$ cat config.mk
export PLATFORM = sky130hd
export DESIGN_NAME = looping_sample_segment_gen_unit
export DESIGN_NICKNAME = d
export VERILOG_FILES = /design/src/hdl/lssg_pkg.sv /design/src/hdl/lssg_front.sv /design/src/hdl/lssg_fifo.sv /design/src/hdl/lssg_seq.sv /design/src/hdl/lssg_scale.sv /design/src/hdl/looping_sample_segment_gen_unit.sv
export SDC_FILE = /design/constraint.sdc
export NUM_CORES = 2
export LEC_CHECK = 0
export BUFFER_PORTS_ARGS = -buffer_cell sky130_fd_sc_hd__buf_2
export CORE_UTILIZATION = 45
export DETAILED_ROUTE_END_ITERATION = 6
export SETUP_SLACK_MARGIN = 0.02
export SYNTH_ARGS = -nofsm -noshare
export SYNTH_HDL_FRONTEND = slang
export SYNTH_SLANG_ARGS = --single-unit
$ cat constraint.sdc
create_clock -name aclk -period 23.7 [get_ports aclk]
set_clock_uncertainty 0.15 [all_clocks]
set_input_delay 4.74 -clock aclk [delete_from_list [all_inputs] [get_ports aclk]]
set_output_delay 4.74 -clock aclk [all_outputs]
set_load 0.01 [all_outputs]
$ cat src/hdl/lssg_pkg.sv
// ----------------------------------------------------------------------------
// lssg_pkg
// Shared types and constants for the looping sample segment generator.
// ----------------------------------------------------------------------------
package lssg_pkg;

    localparam int FRAME_W = 24;
    localparam int ADDR_W  = 29;
    localparam int BPS_W   = 3;
    localparam int CH_W    = 4;
    localparam int BPF_W   = 7;

    localparam logic [2:0] REG_LOOP_ENABLE      = 3'd0;
    localparam logic [2:0] REG_LOOP_START_FRAME = 3'd1;
    localparam logic [2:0] REG_LOOP_END_FRAME   = 3'd2;
    localparam logic [2:0] REG_TOTAL_FRAMES     = 3'd3;
    localparam logic [2:0] REG_BYTES_PER_SAMPLE = 3'd4;
    localparam logic [2:0] REG_CHANNEL_COUNT    = 3'd5;

    localparam logic SEG_COPY = 1'b0;
    localparam logic SEG_ZERO = 1'b1;

    typedef enum logic [1:0] {
        JOB_SINGLE,
        JOB_FILL,
        JOB_LOOP
    } job_mode_t;

    typedef struct packed {
        logic               loop_enable;
        logic [FRAME_W-1:0] loop_start;
        logic [FRAME_W-1:0] loop_end;
        logic [FRAME_W-1:0] total_frames;
    } cfg_t;

    typedef struct packed {
        job_mode_t          mode;
        logic [FRAME_W-1:0] start;
        logic [FRAME_W-1:0] first;
        logic [FRAME_W-1:0] remaining;
        logic [FRAME_W-1:0] loop_start;
        logic [FRAME_W-1:0] span;
        logic [FRAME_W-1:0] next_frame;
    } job_t;

    typedef struct packed {
        logic               kind;
        logic [FRAME_W-1:0] src;
        logic [FRAME_W-1:0] dst;
        logic [FRAME_W-1:0] len;
        logic [FRAME_W-1:0] next_frame;
        logic               last;
        logic               truncated;
    } seg_t;

endpackage

$ cat src/hdl/lssg_front.sv
// ----------------------------------------------------------------------------
// lssg_front
// Request front end: take a request, work out the first copy and the kind
// of run that follows, and hand one job word to the queue.
// ----------------------------------------------------------------------------
module lssg_front #(
    parameter int FRAME_BITS = 24
) (
    input  logic                          aclk,
    input  logic                          aresetn,
    input  logic                          s_valid,
    output logic                          s_ready,
    input  logic [lssg_pkg::FRAME_W-1:0]  start_frame,
    input  logic [lssg_pkg::FRAME_W-1:0]  frame_count,
    input  lssg_pkg::cfg_t                cfg,
    output logic                          job_valid,
    input  logic                          job_ready,
    output lssg_pkg::job_t                job
);

    localparam int FW = lssg_pkg::FRAME_W;
    localparam logic [FW-1:0] FRAME_MASK =
        (FRAME_BITS >= FW) ? {FW{1'b1}} : FW'((64'd1 << FRAME_BITS) - 64'd1);

    typedef enum logic [1:0] {
        ST_IDLE,
        ST_CALC,
        ST_CLASS,
        ST_PUSH
    } state_t;

    state_t         state_reg;
    logic [FW-1:0]  start_reg;
    logic [FW-1:0]  count_reg;
    logic [FW-1:0]  endp_reg;
    logic [FW-1:0]  ls_reg;
    logic           looping_reg;
    logic           lt_reg;
    logic [FW-1:0]  diff_reg;
    logic [FW-1:0]  sum_reg;
    lssg_pkg::job_t job_reg;

    logic [FW:0]    sum_next;
    logic           lt_next;
    logic [FW-1:0]  diff_next;
    logic           rem_pos;
    logic [FW-1:0]  first_next;
    logic [FW-1:0]  remaining_next;
    logic [FW-1:0]  span_next;
    logic           degen;
    lssg_pkg::job_t job_next;

    assign s_ready   = (state_reg == ST_IDLE);
    assign job_valid = (state_reg == ST_PUSH);
    assign job       = job_reg;

    always_comb begin
        sum_next  = {1'b0, start_reg} + {1'b0, count_reg};
        lt_next   = sum_next < {1'b0, endp_reg};
        diff_next = (start_reg >= endp_reg) ? '0 : endp_reg - start_reg;
    end

    always_comb begin
        rem_pos        = diff_reg < count_reg;
        first_next     = rem_pos ? diff_reg : count_reg;
        remaining_next = rem_pos ? count_reg - diff_reg : '0;
        span_next      = endp_reg - ls_reg;
        degen          = endp_reg <= ls_reg;

        job_next.start      = start_reg;
        job_next.first      = first_next;
        job_next.remaining  = remaining_next;
        job_next.loop_start = ls_reg;
        job_next.span       = span_next;
        priority if (lt_reg) begin
            job_next.mode       = lssg_pkg::JOB_SINGLE;
            job_next.first      = count_reg;
            job_next.remaining  = '0;
            job_next.next_frame = sum_reg;
        end else if (!looping_reg || (rem_pos && degen)) begin
            job_next.mode       = lssg_pkg::JOB_FILL;
            job_next.next_frame = endp_reg;
        end else if (!rem_pos) begin
            job_next.mode       = lssg_pkg::JOB_SINGLE;
            job_next.next_frame = ls_reg;
        end else begin
            job_next.mode       = lssg_pkg::JOB_LOOP;
            job_next.next_frame = ls_reg;
        end
    end

    always_ff @(posedge aclk) begin
        if (!aresetn) begin
            state_reg <= ST_IDLE;
        end else begin
            unique case (state_reg)
                ST_IDLE: begin
                    if (s_valid) begin
                        start_reg   <= start_frame & FRAME_MASK;
                        count_reg   <= frame_count & FRAME_MASK;
                        looping_reg <= cfg.loop_enable;
                        ls_reg      <= cfg.loop_start & FRAME_MASK;
                        endp_reg    <= (cfg.loop_enable ? cfg.loop_end : cfg.total_frames)
                                       & FRAME_MASK;
                        state_reg   <= ST_CALC;
                    end
                end
                ST_CALC: begin
                    lt_reg    <= lt_next;
                    diff_reg  <= diff_next;
                    sum_reg   <= sum_next[FW-1:0];
                    state_reg <= ST_CLASS;
                end
                ST_CLASS: begin
                    job_reg   <= job_next;
                    state_reg <= ST_PUSH;
                end
                ST_PUSH: begin
                    if (job_ready) begin
                        state_reg <= ST_IDLE;
                    end
                end
                default: state_reg <= ST_IDLE;
            endcase
        end
    end

endmodule

$ cat src/hdl/lssg_fifo.sv
// ----------------------------------------------------------------------------
// lssg_fifo
// Two-entry job queue between the front end and the segment sequencer.
// ----------------------------------------------------------------------------
module lssg_fifo (
    input  logic           aclk,
    input  logic           aresetn,
    input  logic           in_valid,
    output logic           in_ready,
    input  lssg_pkg::job_t in_job,
    output logic           out_valid,
    input  logic           out_ready,
    output lssg_pkg::job_t out_job
);

    lssg_pkg::job_t mem_reg [2];
    logic           wr_ptr_reg;
    logic           rd_ptr_reg;
    logic [1:0]     count_reg;
    logic           push;
    logic           pop;

    assign in_ready  = (count_reg != 2'd2);
    assign out_valid = (count_reg != 2'd0);
    assign out_job   = mem_reg[rd_ptr_reg];
    assign push      = in_valid && in_ready;
    assign pop       = out_valid && out_ready;

    always_ff @(posedge aclk) begin
        if (push) begin
            mem_reg[wr_ptr_reg] <= in_job;
        end
    end

    always_ff @(posedge aclk) begin
        if (!aresetn) begin
            wr_ptr_reg <= 1'b0;
            rd_ptr_reg <= 1'b0;
            count_reg  <= 2'd0;
        end else begin
            if (push) begin
                wr_ptr_reg <= ~wr_ptr_reg;
            end
            if (pop) begin
                rd_ptr_reg <= ~rd_ptr_reg;
            end
            unique case ({push, pop})
                2'b10:   count_reg <= count_reg + 2'd1;
                2'b01:   count_reg <= count_reg - 2'd1;
                default: count_reg <= count_reg;
            endcase
        end
    end

endmodule

$ cat src/hdl/lssg_seq.sv
// ----------------------------------------------------------------------------
// lssg_seq
// Segment sequencer: turn one job into segments, one per cycle unless
// stalled, wrapping the loop until the request is filled or the limit is hit.
// ----------------------------------------------------------------------------
module lssg_seq #(
    parameter int MAX_SEGMENTS = 64
) (
    input  logic           aclk,
    input  logic           aresetn,
    input  logic           job_valid,
    output logic           job_ready,
    input  lssg_pkg::job_t job,
    output logic           seg_valid,
    input  logic           seg_ready,
    output lssg_pkg::seg_t seg
);

    localparam int FW    = lssg_pkg::FRAME_W;
    localparam int CNT_W = $clog2(MAX_SEGMENTS);

    typedef enum logic [1:0] {
        ST_IDLE,
        ST_FILL,
        ST_LOOP
    } state_t;

    state_t         state_reg;
    logic [FW-1:0]  pos_reg;
    logic [FW-1:0]  rem_reg;
    logic [FW-1:0]  ls_reg;
    logic [FW-1:0]  span_reg;
    logic [FW-1:0]  next_reg;
    logic [CNT_W-1:0] cnt_reg;
    lssg_pkg::seg_t seg_reg;
    logic           seg_valid_reg;

    logic           advance;
    logic [FW:0]    diff;
    logic           rem_le;
    logic [FW-1:0]  chunk;
    logic [FW-1:0]  rem_next;
    logic           at_limit;
    logic           loop_last;
    logic [FW-1:0]  loop_next_frame;

    assign advance   = !seg_valid_reg || seg_ready;
    assign job_ready = (state_reg == ST_IDLE) && advance;
    assign seg_valid = seg_valid_reg;
    assign seg       = seg_reg;

    always_comb begin
        diff            = {1'b0, rem_reg} - {1'b0, span_reg};
        rem_le          = diff[FW] || (diff[FW-1:0] == '0);
        chunk           = rem_le ? rem_reg : span_reg;
        rem_next        = rem_le ? '0 : diff[FW-1:0];
        at_limit        = (cnt_reg == CNT_W'(MAX_SEGMENTS - 1));
        loop_last       = rem_le || at_limit;
        loop_next_frame = diff[FW] ? ls_reg + chunk : ls_reg;
    end

    always_ff @(posedge aclk) begin
        if (!aresetn) begin
            state_reg     <= ST_IDLE;
            seg_valid_reg <= 1'b0;
        end else begin
            unique case (state_reg)
                ST_IDLE: begin
                    if (advance) begin
                        seg_valid_reg <= job_valid;
                        if (job_valid) begin
                            seg_reg.kind       <= lssg_pkg::SEG_COPY;
                            seg_reg.src        <= job.start;
                            seg_reg.dst        <= '0;
                            seg_reg.len        <= job.first;
                            seg_reg.truncated  <= 1'b0;
                            seg_reg.last       <= (job.mode == lssg_pkg::JOB_SINGLE);
                            seg_reg.next_frame <= (job.mode == lssg_pkg::JOB_SINGLE)
                                                  ? job.next_frame : '0;
                            pos_reg  <= job.first;
                            rem_reg  <= job.remaining;
                            ls_reg   <= job.loop_start;
                            span_reg <= job.span;
                            next_reg <= job.next_frame;
                            cnt_reg  <= CNT_W'(1);
                            unique case (job.mode)
                                lssg_pkg::JOB_FILL: state_reg <= ST_FILL;
                                lssg_pkg::JOB_LOOP: state_reg <= ST_LOOP;
                                default:            state_reg <= ST_IDLE;
                            endcase
                        end
                    end
                end
                ST_FILL: begin
                    if (advance) begin
                        seg_valid_reg      <= 1'b1;
                        seg_reg.kind       <= lssg_pkg::SEG_ZERO;
                        seg_reg.src        <= '0;
                        seg_reg.dst        <= pos_reg;
                        seg_reg.len        <= rem_reg;
                        seg_reg.next_frame <= next_reg;
                        seg_reg.last       <= 1'b1;
                        seg_reg.truncated  <= 1'b0;
                        state_reg          <= ST_IDLE;
                    end
                end
                ST_LOOP: begin
                    if (advance) begin
                        seg_valid_reg      <= 1'b1;
                        seg_reg.kind       <= lssg_pkg::SEG_COPY;
                        seg_reg.src        <= ls_reg;
                        seg_reg.dst        <= pos_reg;
                        seg_reg.len        <= chunk;
                        seg_reg.next_frame <= loop_last ? loop_next_frame : '0;
                        seg_reg.last       <= loop_last;
                        seg_reg.truncated  <= loop_last && !rem_le;
                        rem_reg            <= rem_next;
                        pos_reg            <= pos_reg + chunk;
                        cnt_reg            <= cnt_reg + CNT_W'(1);
                        if (loop_last) begin
                            state_reg <= ST_IDLE;
                        end
                    end
                end
                default: state_reg <= ST_IDLE;
            endcase
        end
    end

endmodule

$ cat src/hdl/lssg_scale.sv
// ----------------------------------------------------------------------------
// lssg_scale
// Output stage: scale frame values to bytes and hold the descriptor word
// for the result channel.
// ----------------------------------------------------------------------------
module lssg_scale (
    input  logic                         aclk,
    input  logic                         aresetn,
    input  logic                         seg_valid,
    output logic                         seg_ready,
    input  lssg_pkg::seg_t               seg,
    input  logic [lssg_pkg::BPF_W-1:0]   bpf,
    output logic                         m_tvalid,
    input  logic                         m_tready,
    output logic [111:0]                 m_tdata,
    output logic                         m_tuser,
    output logic                         m_tlast
);

    localparam int FW = lssg_pkg::FRAME_W;
    localparam int AW = lssg_pkg::ADDR_W;
    localparam int PW = FW + lssg_pkg::BPF_W;

    logic          m_valid_reg;
    logic [111:0]  data_reg;
    logic          user_reg;
    logic          last_reg;

    logic [PW-1:0] src_prod;
    logic [PW-1:0] dst_prod;
    logic [PW-1:0] len_prod;

    assign seg_ready = !m_valid_reg || m_tready;
    assign m_tvalid  = m_valid_reg;
    assign m_tdata   = data_reg;
    assign m_tuser   = user_reg;
    assign m_tlast   = last_reg;

    always_comb begin
        src_prod = PW'(seg.src) * PW'(bpf);
        dst_prod = PW'(seg.dst) * PW'(bpf);
        len_prod = PW'(seg.len) * PW'(bpf);
    end

    always_ff @(posedge aclk) begin
        if (!aresetn) begin
            m_valid_reg <= 1'b0;
        end else if (seg_ready) begin
            m_valid_reg <= seg_valid;
            if (seg_valid) begin
                data_reg <= {seg.truncated, seg.next_frame,
                             len_prod[AW-1:0], dst_prod[AW-1:0], src_prod[AW-1:0]};
                user_reg <= seg.kind;
                last_reg <= seg.last;
            end
        end
    end

endmodule

$ cat src/hdl/looping_sample_segment_gen_unit.sv
// ----------------------------------------------------------------------------
// looping_sample_segment_gen_unit
// The front end steps through its idle, calc, class and push states for each
// request and takes a new one only once it is back in idle; the sequencer
// emits one descriptor a cycle unless the output stalls.
// Reset: synchronous active-low aresetn clears all control state and loads
// the register defaults; no clearing pass.
// ----------------------------------------------------------------------------
module looping_sample_segment_gen_unit #(
    parameter int MAX_SEGMENTS = 64,
    parameter int FRAME_BITS   = 24
) (
    input  logic         aclk,
    input  logic         aresetn,
    input  logic         s_tvalid,
    output logic         s_tready,
    input  logic [47:0]  s_tdata,   // start_frame, frame_count
    output logic         m_tvalid,
    input  logic         m_tready,
    output logic [111:0] m_tdata,   // source_byte_addr, dest_byte_offset, byte_length,
                                    // next_frame, truncated
    output logic         m_tuser,   // segment_kind
    output logic         m_tlast,
    input  logic         psel,
    input  logic         penable,
    input  logic         pwrite,
    input  logic [4:0]   paddr,
    input  logic [31:0]  pwdata,
    output logic [31:0]  prdata,
    output logic         pready
);

    localparam int FW = lssg_pkg::FRAME_W;

    logic                        loop_enable_reg;
    logic [FW-1:0]               loop_start_reg;
    logic [FW-1:0]               loop_end_reg;
    logic [FW-1:0]               total_frames_reg;
    logic [lssg_pkg::BPS_W-1:0]  bps_reg;
    logic [lssg_pkg::CH_W-1:0]   ch_reg;
    logic [lssg_pkg::BPF_W-1:0]  bpf_reg;

    logic [2:0]     reg_index;
    logic           cfg_write;
    lssg_pkg::cfg_t cfg;

    logic           job_valid;
    logic           job_ready;
    lssg_pkg::job_t job;
    logic           q_valid;
    logic           q_ready;
    lssg_pkg::job_t q_job;
    logic           seg_valid;
    logic           seg_ready;
    lssg_pkg::seg_t seg;

    assign pready    = 1'b1;
    assign reg_index = paddr[4:2];
    assign cfg_write = psel && penable && pwrite && pready;

    assign cfg.loop_enable  = loop_enable_reg;
    assign cfg.loop_start   = loop_start_reg;
    assign cfg.loop_end     = loop_end_reg;
    assign cfg.total_frames = total_frames_reg;

    always_ff @(posedge aclk) begin
        if (!aresetn) begin
            loop_enable_reg  <= 1'b0;
            loop_start_reg   <= '0;
            loop_end_reg     <= '0;
            total_frames_reg <= '0;
            bps_reg          <= lssg_pkg::BPS_W'(2);
            ch_reg           <= lssg_pkg::CH_W'(2);
        end else if (cfg_write) begin
            unique case (reg_index)
                lssg_pkg::REG_LOOP_ENABLE:      loop_enable_reg  <= pwdata[0];
                lssg_pkg::REG_LOOP_START_FRAME: loop_start_reg   <= pwdata[FW-1:0];
                lssg_pkg::REG_LOOP_END_FRAME:   loop_end_reg     <= pwdata[FW-1:0];
                lssg_pkg::REG_TOTAL_FRAMES:     total_frames_reg <= pwdata[FW-1:0];
                lssg_pkg::REG_BYTES_PER_SAMPLE: bps_reg <= pwdata[lssg_pkg::BPS_W-1:0];
                lssg_pkg::REG_CHANNEL_COUNT:    ch_reg  <= pwdata[lssg_pkg::CH_W-1:0];
                default: ;
            endcase
        end
    end

    always_ff @(posedge aclk) begin
        bpf_reg <= lssg_pkg::BPF_W'(bps_reg) * lssg_pkg::BPF_W'(ch_reg);
    end

    always_comb begin
        unique case (reg_index)
            lssg_pkg::REG_LOOP_ENABLE:      prdata = 32'(loop_enable_reg);
            lssg_pkg::REG_LOOP_START_FRAME: prdata = 32'(loop_start_reg);
            lssg_pkg::REG_LOOP_END_FRAME:   prdata = 32'(loop_end_reg);
            lssg_pkg::REG_TOTAL_FRAMES:     prdata = 32'(total_frames_reg);
            lssg_pkg::REG_BYTES_PER_SAMPLE: prdata = 32'(bps_reg);
            lssg_pkg::REG_CHANNEL_COUNT:    prdata = 32'(ch_reg);
            default:                        prdata = '0;
        endcase
    end

    lssg_front #(
        .FRAME_BITS (FRAME_BITS)
    ) u_front (
        .aclk        (aclk),
        .aresetn     (aresetn),
        .s_valid     (s_tvalid),
        .s_ready     (s_tready),
        .start_frame (s_tdata[23:0]),
        .frame_count (s_tdata[47:24]),
        .cfg         (cfg),
        .job_valid   (job_valid),
        .job_ready   (job_ready),
        .job         (job)
    );

    lssg_fifo u_fifo (
        .aclk      (aclk),
        .aresetn   (aresetn),
        .in_valid  (job_valid),
        .in_ready  (job_ready),
        .in_job    (job),
        .out_valid (q_valid),
        .out_ready (q_ready),
        .out_job   (q_job)
    );

    lssg_seq #(
        .MAX_SEGMENTS (MAX_SEGMENTS)
    ) u_seq (
        .aclk      (aclk),
        .aresetn   (aresetn),
        .job_valid (q_valid),
        .job_ready (q_ready),
        .job       (q_job),
        .seg_valid (seg_valid),
        .seg_ready (seg_ready),
        .seg       (seg)
    );

    lssg_scale u_scale (
        .aclk      (aclk),
        .aresetn   (aresetn),
        .seg_valid (seg_valid),
        .seg_ready (seg_ready),
        .seg       (seg),
        .bpf       (bpf_reg),
        .m_tvalid  (m_tvalid),
        .m_tready  (m_tready),
        .m_tdata   (m_tdata),
        .m_tuser   (m_tuser),
        .m_tlast   (m_tlast)
    );

endmodule
==> summary by stage <==
Logic synthesis
In this run the cell area of the synthesized design comes to 0.0607 mm². Among all flip-flop cells after synthesis, the most frequent one is edfxtp_1. The number of flops mapped to enable cells by yosys is 923.

The share of the Yosys chip area taken by registers is 0.489. The number of standard cells after synthesis is 5222. The Yosys step of the flow raised 0 warnings.

After synthesis the netlist holds a flip-flop and latch count of 1021. The synthesized netlist contains 87 unique library cells. Averaged over all synthesized cells, the footprint is 11.6 µm². The async set-reset flop share out of synthesis is 0.

Power and ir drop
The share of total power dissipated in combinational logic is 0.376. The peak ir drop on the vdd network is 84.4 µV. For this design the total switching power over the nets is 2.77 mW. Of the total power, the share spent switching nets is 0.380. The leakage power is 26.3 nW. The share of total power dissipated in the clock network is 0.241.

The internal power component is 4.51 mW. The cell area power density is 108 mW/mm². Of the total power, registers draw 0.383.

Setup path
The critical path is of the primary input to output port type. The worst setup path is captured at an output port. Walking the worst path, the cells encountered are buf_2 > nor2b_1 > buf_4 > a22oi_1 > o22ai_1 > buf_2. The number of cells on the worst reg-to-reg path is 25. The arrival time of data at the critical path endpoint is 6970 ps.

The kind of start point of the critical path is a primary input. In this run the critical register-to-register path is captured at u_seq.pos_reg[23]$_DFFE_PP_. The setup check on the worst reg-to-reg path leaves a slack of 15780 ps.

In this design, the critical path's most frequently occurring cell is buf_2. In this run the critical register-to-register path is launched from u_seq.rem_reg[0]$_DFFE_PP_. On the worst path, the slowest cell contributes a delay of 670 ps.

The largest individual stage delay along the critical path comes from the cell nor2b_1. The data required time at the worst endpoint is 18810 ps. The peak fanout along the critical path is 35.

Route
The routed layout has 39500 vias. The number of routed nets with antenna violations is 0. The wire length per cell is 21.2 µm. The via density per instance is 5.44. The final layout contains routed wiring with a total length of 154 mm.

The detailed-routing iteration count for the pre-antenna-repair pass is 7. The detailed router finished its first iteration with 3329 violations. The DRC violation count after routing is 38.

Layout
The number of flip-flops under the largest register name is 292. Leaving out filler cells and counting taps, the final layout contains 7261. The top cell types in the final layout, fill and taps aside, are 923 x edfxtp_1, 748 x nand2_1, 473 x inv_1, 334 x fa_1, 334 x ha_1. The library cell used most frequently in the layout, excluding fill and tap cells, is edfxtp_1. The area growth from synthesis to layout is 10.9%.

The post-layout net count is 6160. In the final layout, the share of cells above drive strength 1 is 0.115.

GRT
The initial antenna violation count was 9. The remaining global-route overflow is 0. The via count of the first global-routing pass is 38300.

For met2 alone, demand over resource in global routing was 0.344. For met1 alone, demand over resource in global routing was 0.334. The overall global routing resource usage is 0.226. The met3 track utilization from global routing is 0.0286.

The maximum number of pins on one net before global-route repair is 86. In this run the most used layer during global routing was met2. The first-pass GRT wire length is 234 mm.

Floorplan
The standard-cell row count is 134. The x dimension of the die is 369 µm. The floorplan step defined a die boundary enclosing 0.136 mm². The total I/O pin count is 241.

The core footprint is 0.134 mm². For this configuration, the core starts out at a cell density of 0.454. The die height is 369 µm.

Timing
The top achievable clock speed is 0.0843 GHz. For the pin with the worst max-slew slack, the measured transition is 1170 ps. Dividing the final minimum period by the clock period gives 0.500.

Setup repair after global routing left no endpoint under its margin. For the final routed database, the setup TNS stands at 0 ps. The clock period minus final worst setup slack is 11860 ps. The hold violation count in the final report came to 0. The max-slew violation count is 0. Final hold analysis gives a worst-case slack of 267 ps. Setup violations remaining at the end of the flow were counted as 0. The normalized max-slew margin is 0.220.

The worst setup slack after layout is 11840 ps.

CTS
The H-tree level count is 3. The number of hold buffers added after cts is 0. The clock net sink count is 1021. The clock tree from TritonCTS is built. The post-CTS setup buffer count is 0.

TritonCTS created 108 clock buffers. The number of buffers between clock root and the deepest sink is 3. Post-CTS repair changed the size of 0 cells. The clock-pin slew of the registers on the worst-case setup and hold paths is 60 ps. At the later pin of the worst-skew pair, clock insertion delay measures 760 ps. The clock root buffer is clkbuf_16.

Placed design
Port buffering added 221 buffers. After legalization and detailed placement, the total HPWL measured 115 mm. Once placement completed, the tool counted placed cells totaling 7056.

Before CTS, the worst setup slack after placement is 11870 ps. The congestion estimate from routability-driven global placement came to 0.921.

Flow run
Across the run, the number of max-cap violations was 0.

Run status
The checks that failed: design-rule violations. The run finished, with violations left.

Hold path
The origin of the worst min-delay path is u_seq.seg[2]$_DFFE_PP_. The kind of path behind the tightest hold check is register to register. The worst-case hold path end point is u_scale.m_tdata[87]$_DFFE_PP_. The number of cells on the worst hold path is 0.
cell families after synthesis:
| family | share of synthesized area |
|---|---|
| buffers and inverters | 0.0438 |
| and+or+nand+nor | 0.106 |
| adders and majority gates | 0.179 |
| other | 0.000124 |
| xor gates and xnor gates | 0.0325 |
| DFF | 0.489 |
| muxes | 0.0464 |
| AOI/OAI and AO/OA | 0.103 |
routing by layer:
layer,share of wire,wire (µm)
met1,0.46,71300
met2,0.45,68500
met3,0.058,8830
met4,0.032,4920
met5,0.000085,13
how the worst max path moves through the flow:
| stage | from | slack [ps] | cells after the start | end |
|---|---|---|---|---|
| 6_report | paddr[2] | 11840 | 6 | prdata[2] |
| 4_1_cts | paddr[2] | 11850 | 6 | prdata[2] |
| 3_5_place_dp | paddr[2] | 11870 | 6 | prdata[2] |
| 5_1_grt | paddr[2] | 11700 | 6 | prdata[2] |
| 2_1_floorplan | aresetn | 10400 | 3 | u_seq.seg[0]$_DFFE_PP_ |
| 3_3_place_gp | paddr[2] | 11890 | 6 | prdata[2] |
final cells by class:
type	count	area, µm²
Sequential cell	1021	29700
Timing Repair Buffer	268	1460
Tap cell	1768	2210
Fill cell	11800	66300
Multi-Input combinational cell	3526	28500
Antenna cell	4	10.0
Clock inverter	71	911
Inverter	473	1780
Clock buffer	130	2810
worst max-delay path: cells and delay by family:
| family | cells | cell delay (ps) |
|---|---|---|
| simple gates | 1 | 670 |
| compound gates | 2 | 370 |
| buf+inv | 3 | 1160 |
cell usage after synthesis, types with 83 or more instances:
cell / count / area, µm²
mux2_2: 111 / 1250
nand2_1: 748 / 2810
clkbuf_1: 153 / 574
and2_1: 161 / 1010
edfxtp_1: 923 / 27700
o21ai_0: 167 / 836
xnor2_1: 154 / 1350
a21boi_0: 83 / 623
a21o_1: 88 / 661
fa_1: 334 / 6690
nor2_1: 242 / 908
mux2i_1: 125 / 1250
ha_1: 336 / 4200
dfxtp_1: 98 / 1960
inv_1: 473 / 1780
a21oi_1: 226 / 1130
power groups by stage:
stage,sequential [mW],clock (mW),combinational [mW]
finish,2.79,1.76,2.74
CTS,2.78,1.79,2.75
global placement,2.81,0,2.70
detailed placement,2.82,0,2.74
global route,2.82,1.87,3.04
floorplan,2.71,0,2.01
stage by stage:
stage	power, mW	area [µm²]	util
detailed placement	5.56	63600	0.476
CTS	7.33	67300	0.504
finish	7.28	67300	0.504
floorplan	4.71	60800	-
global route	7.73	67300	0.504
global placement	5.52	63600	0.476
No activity file was read; power rests on OpenSTA's default activity.
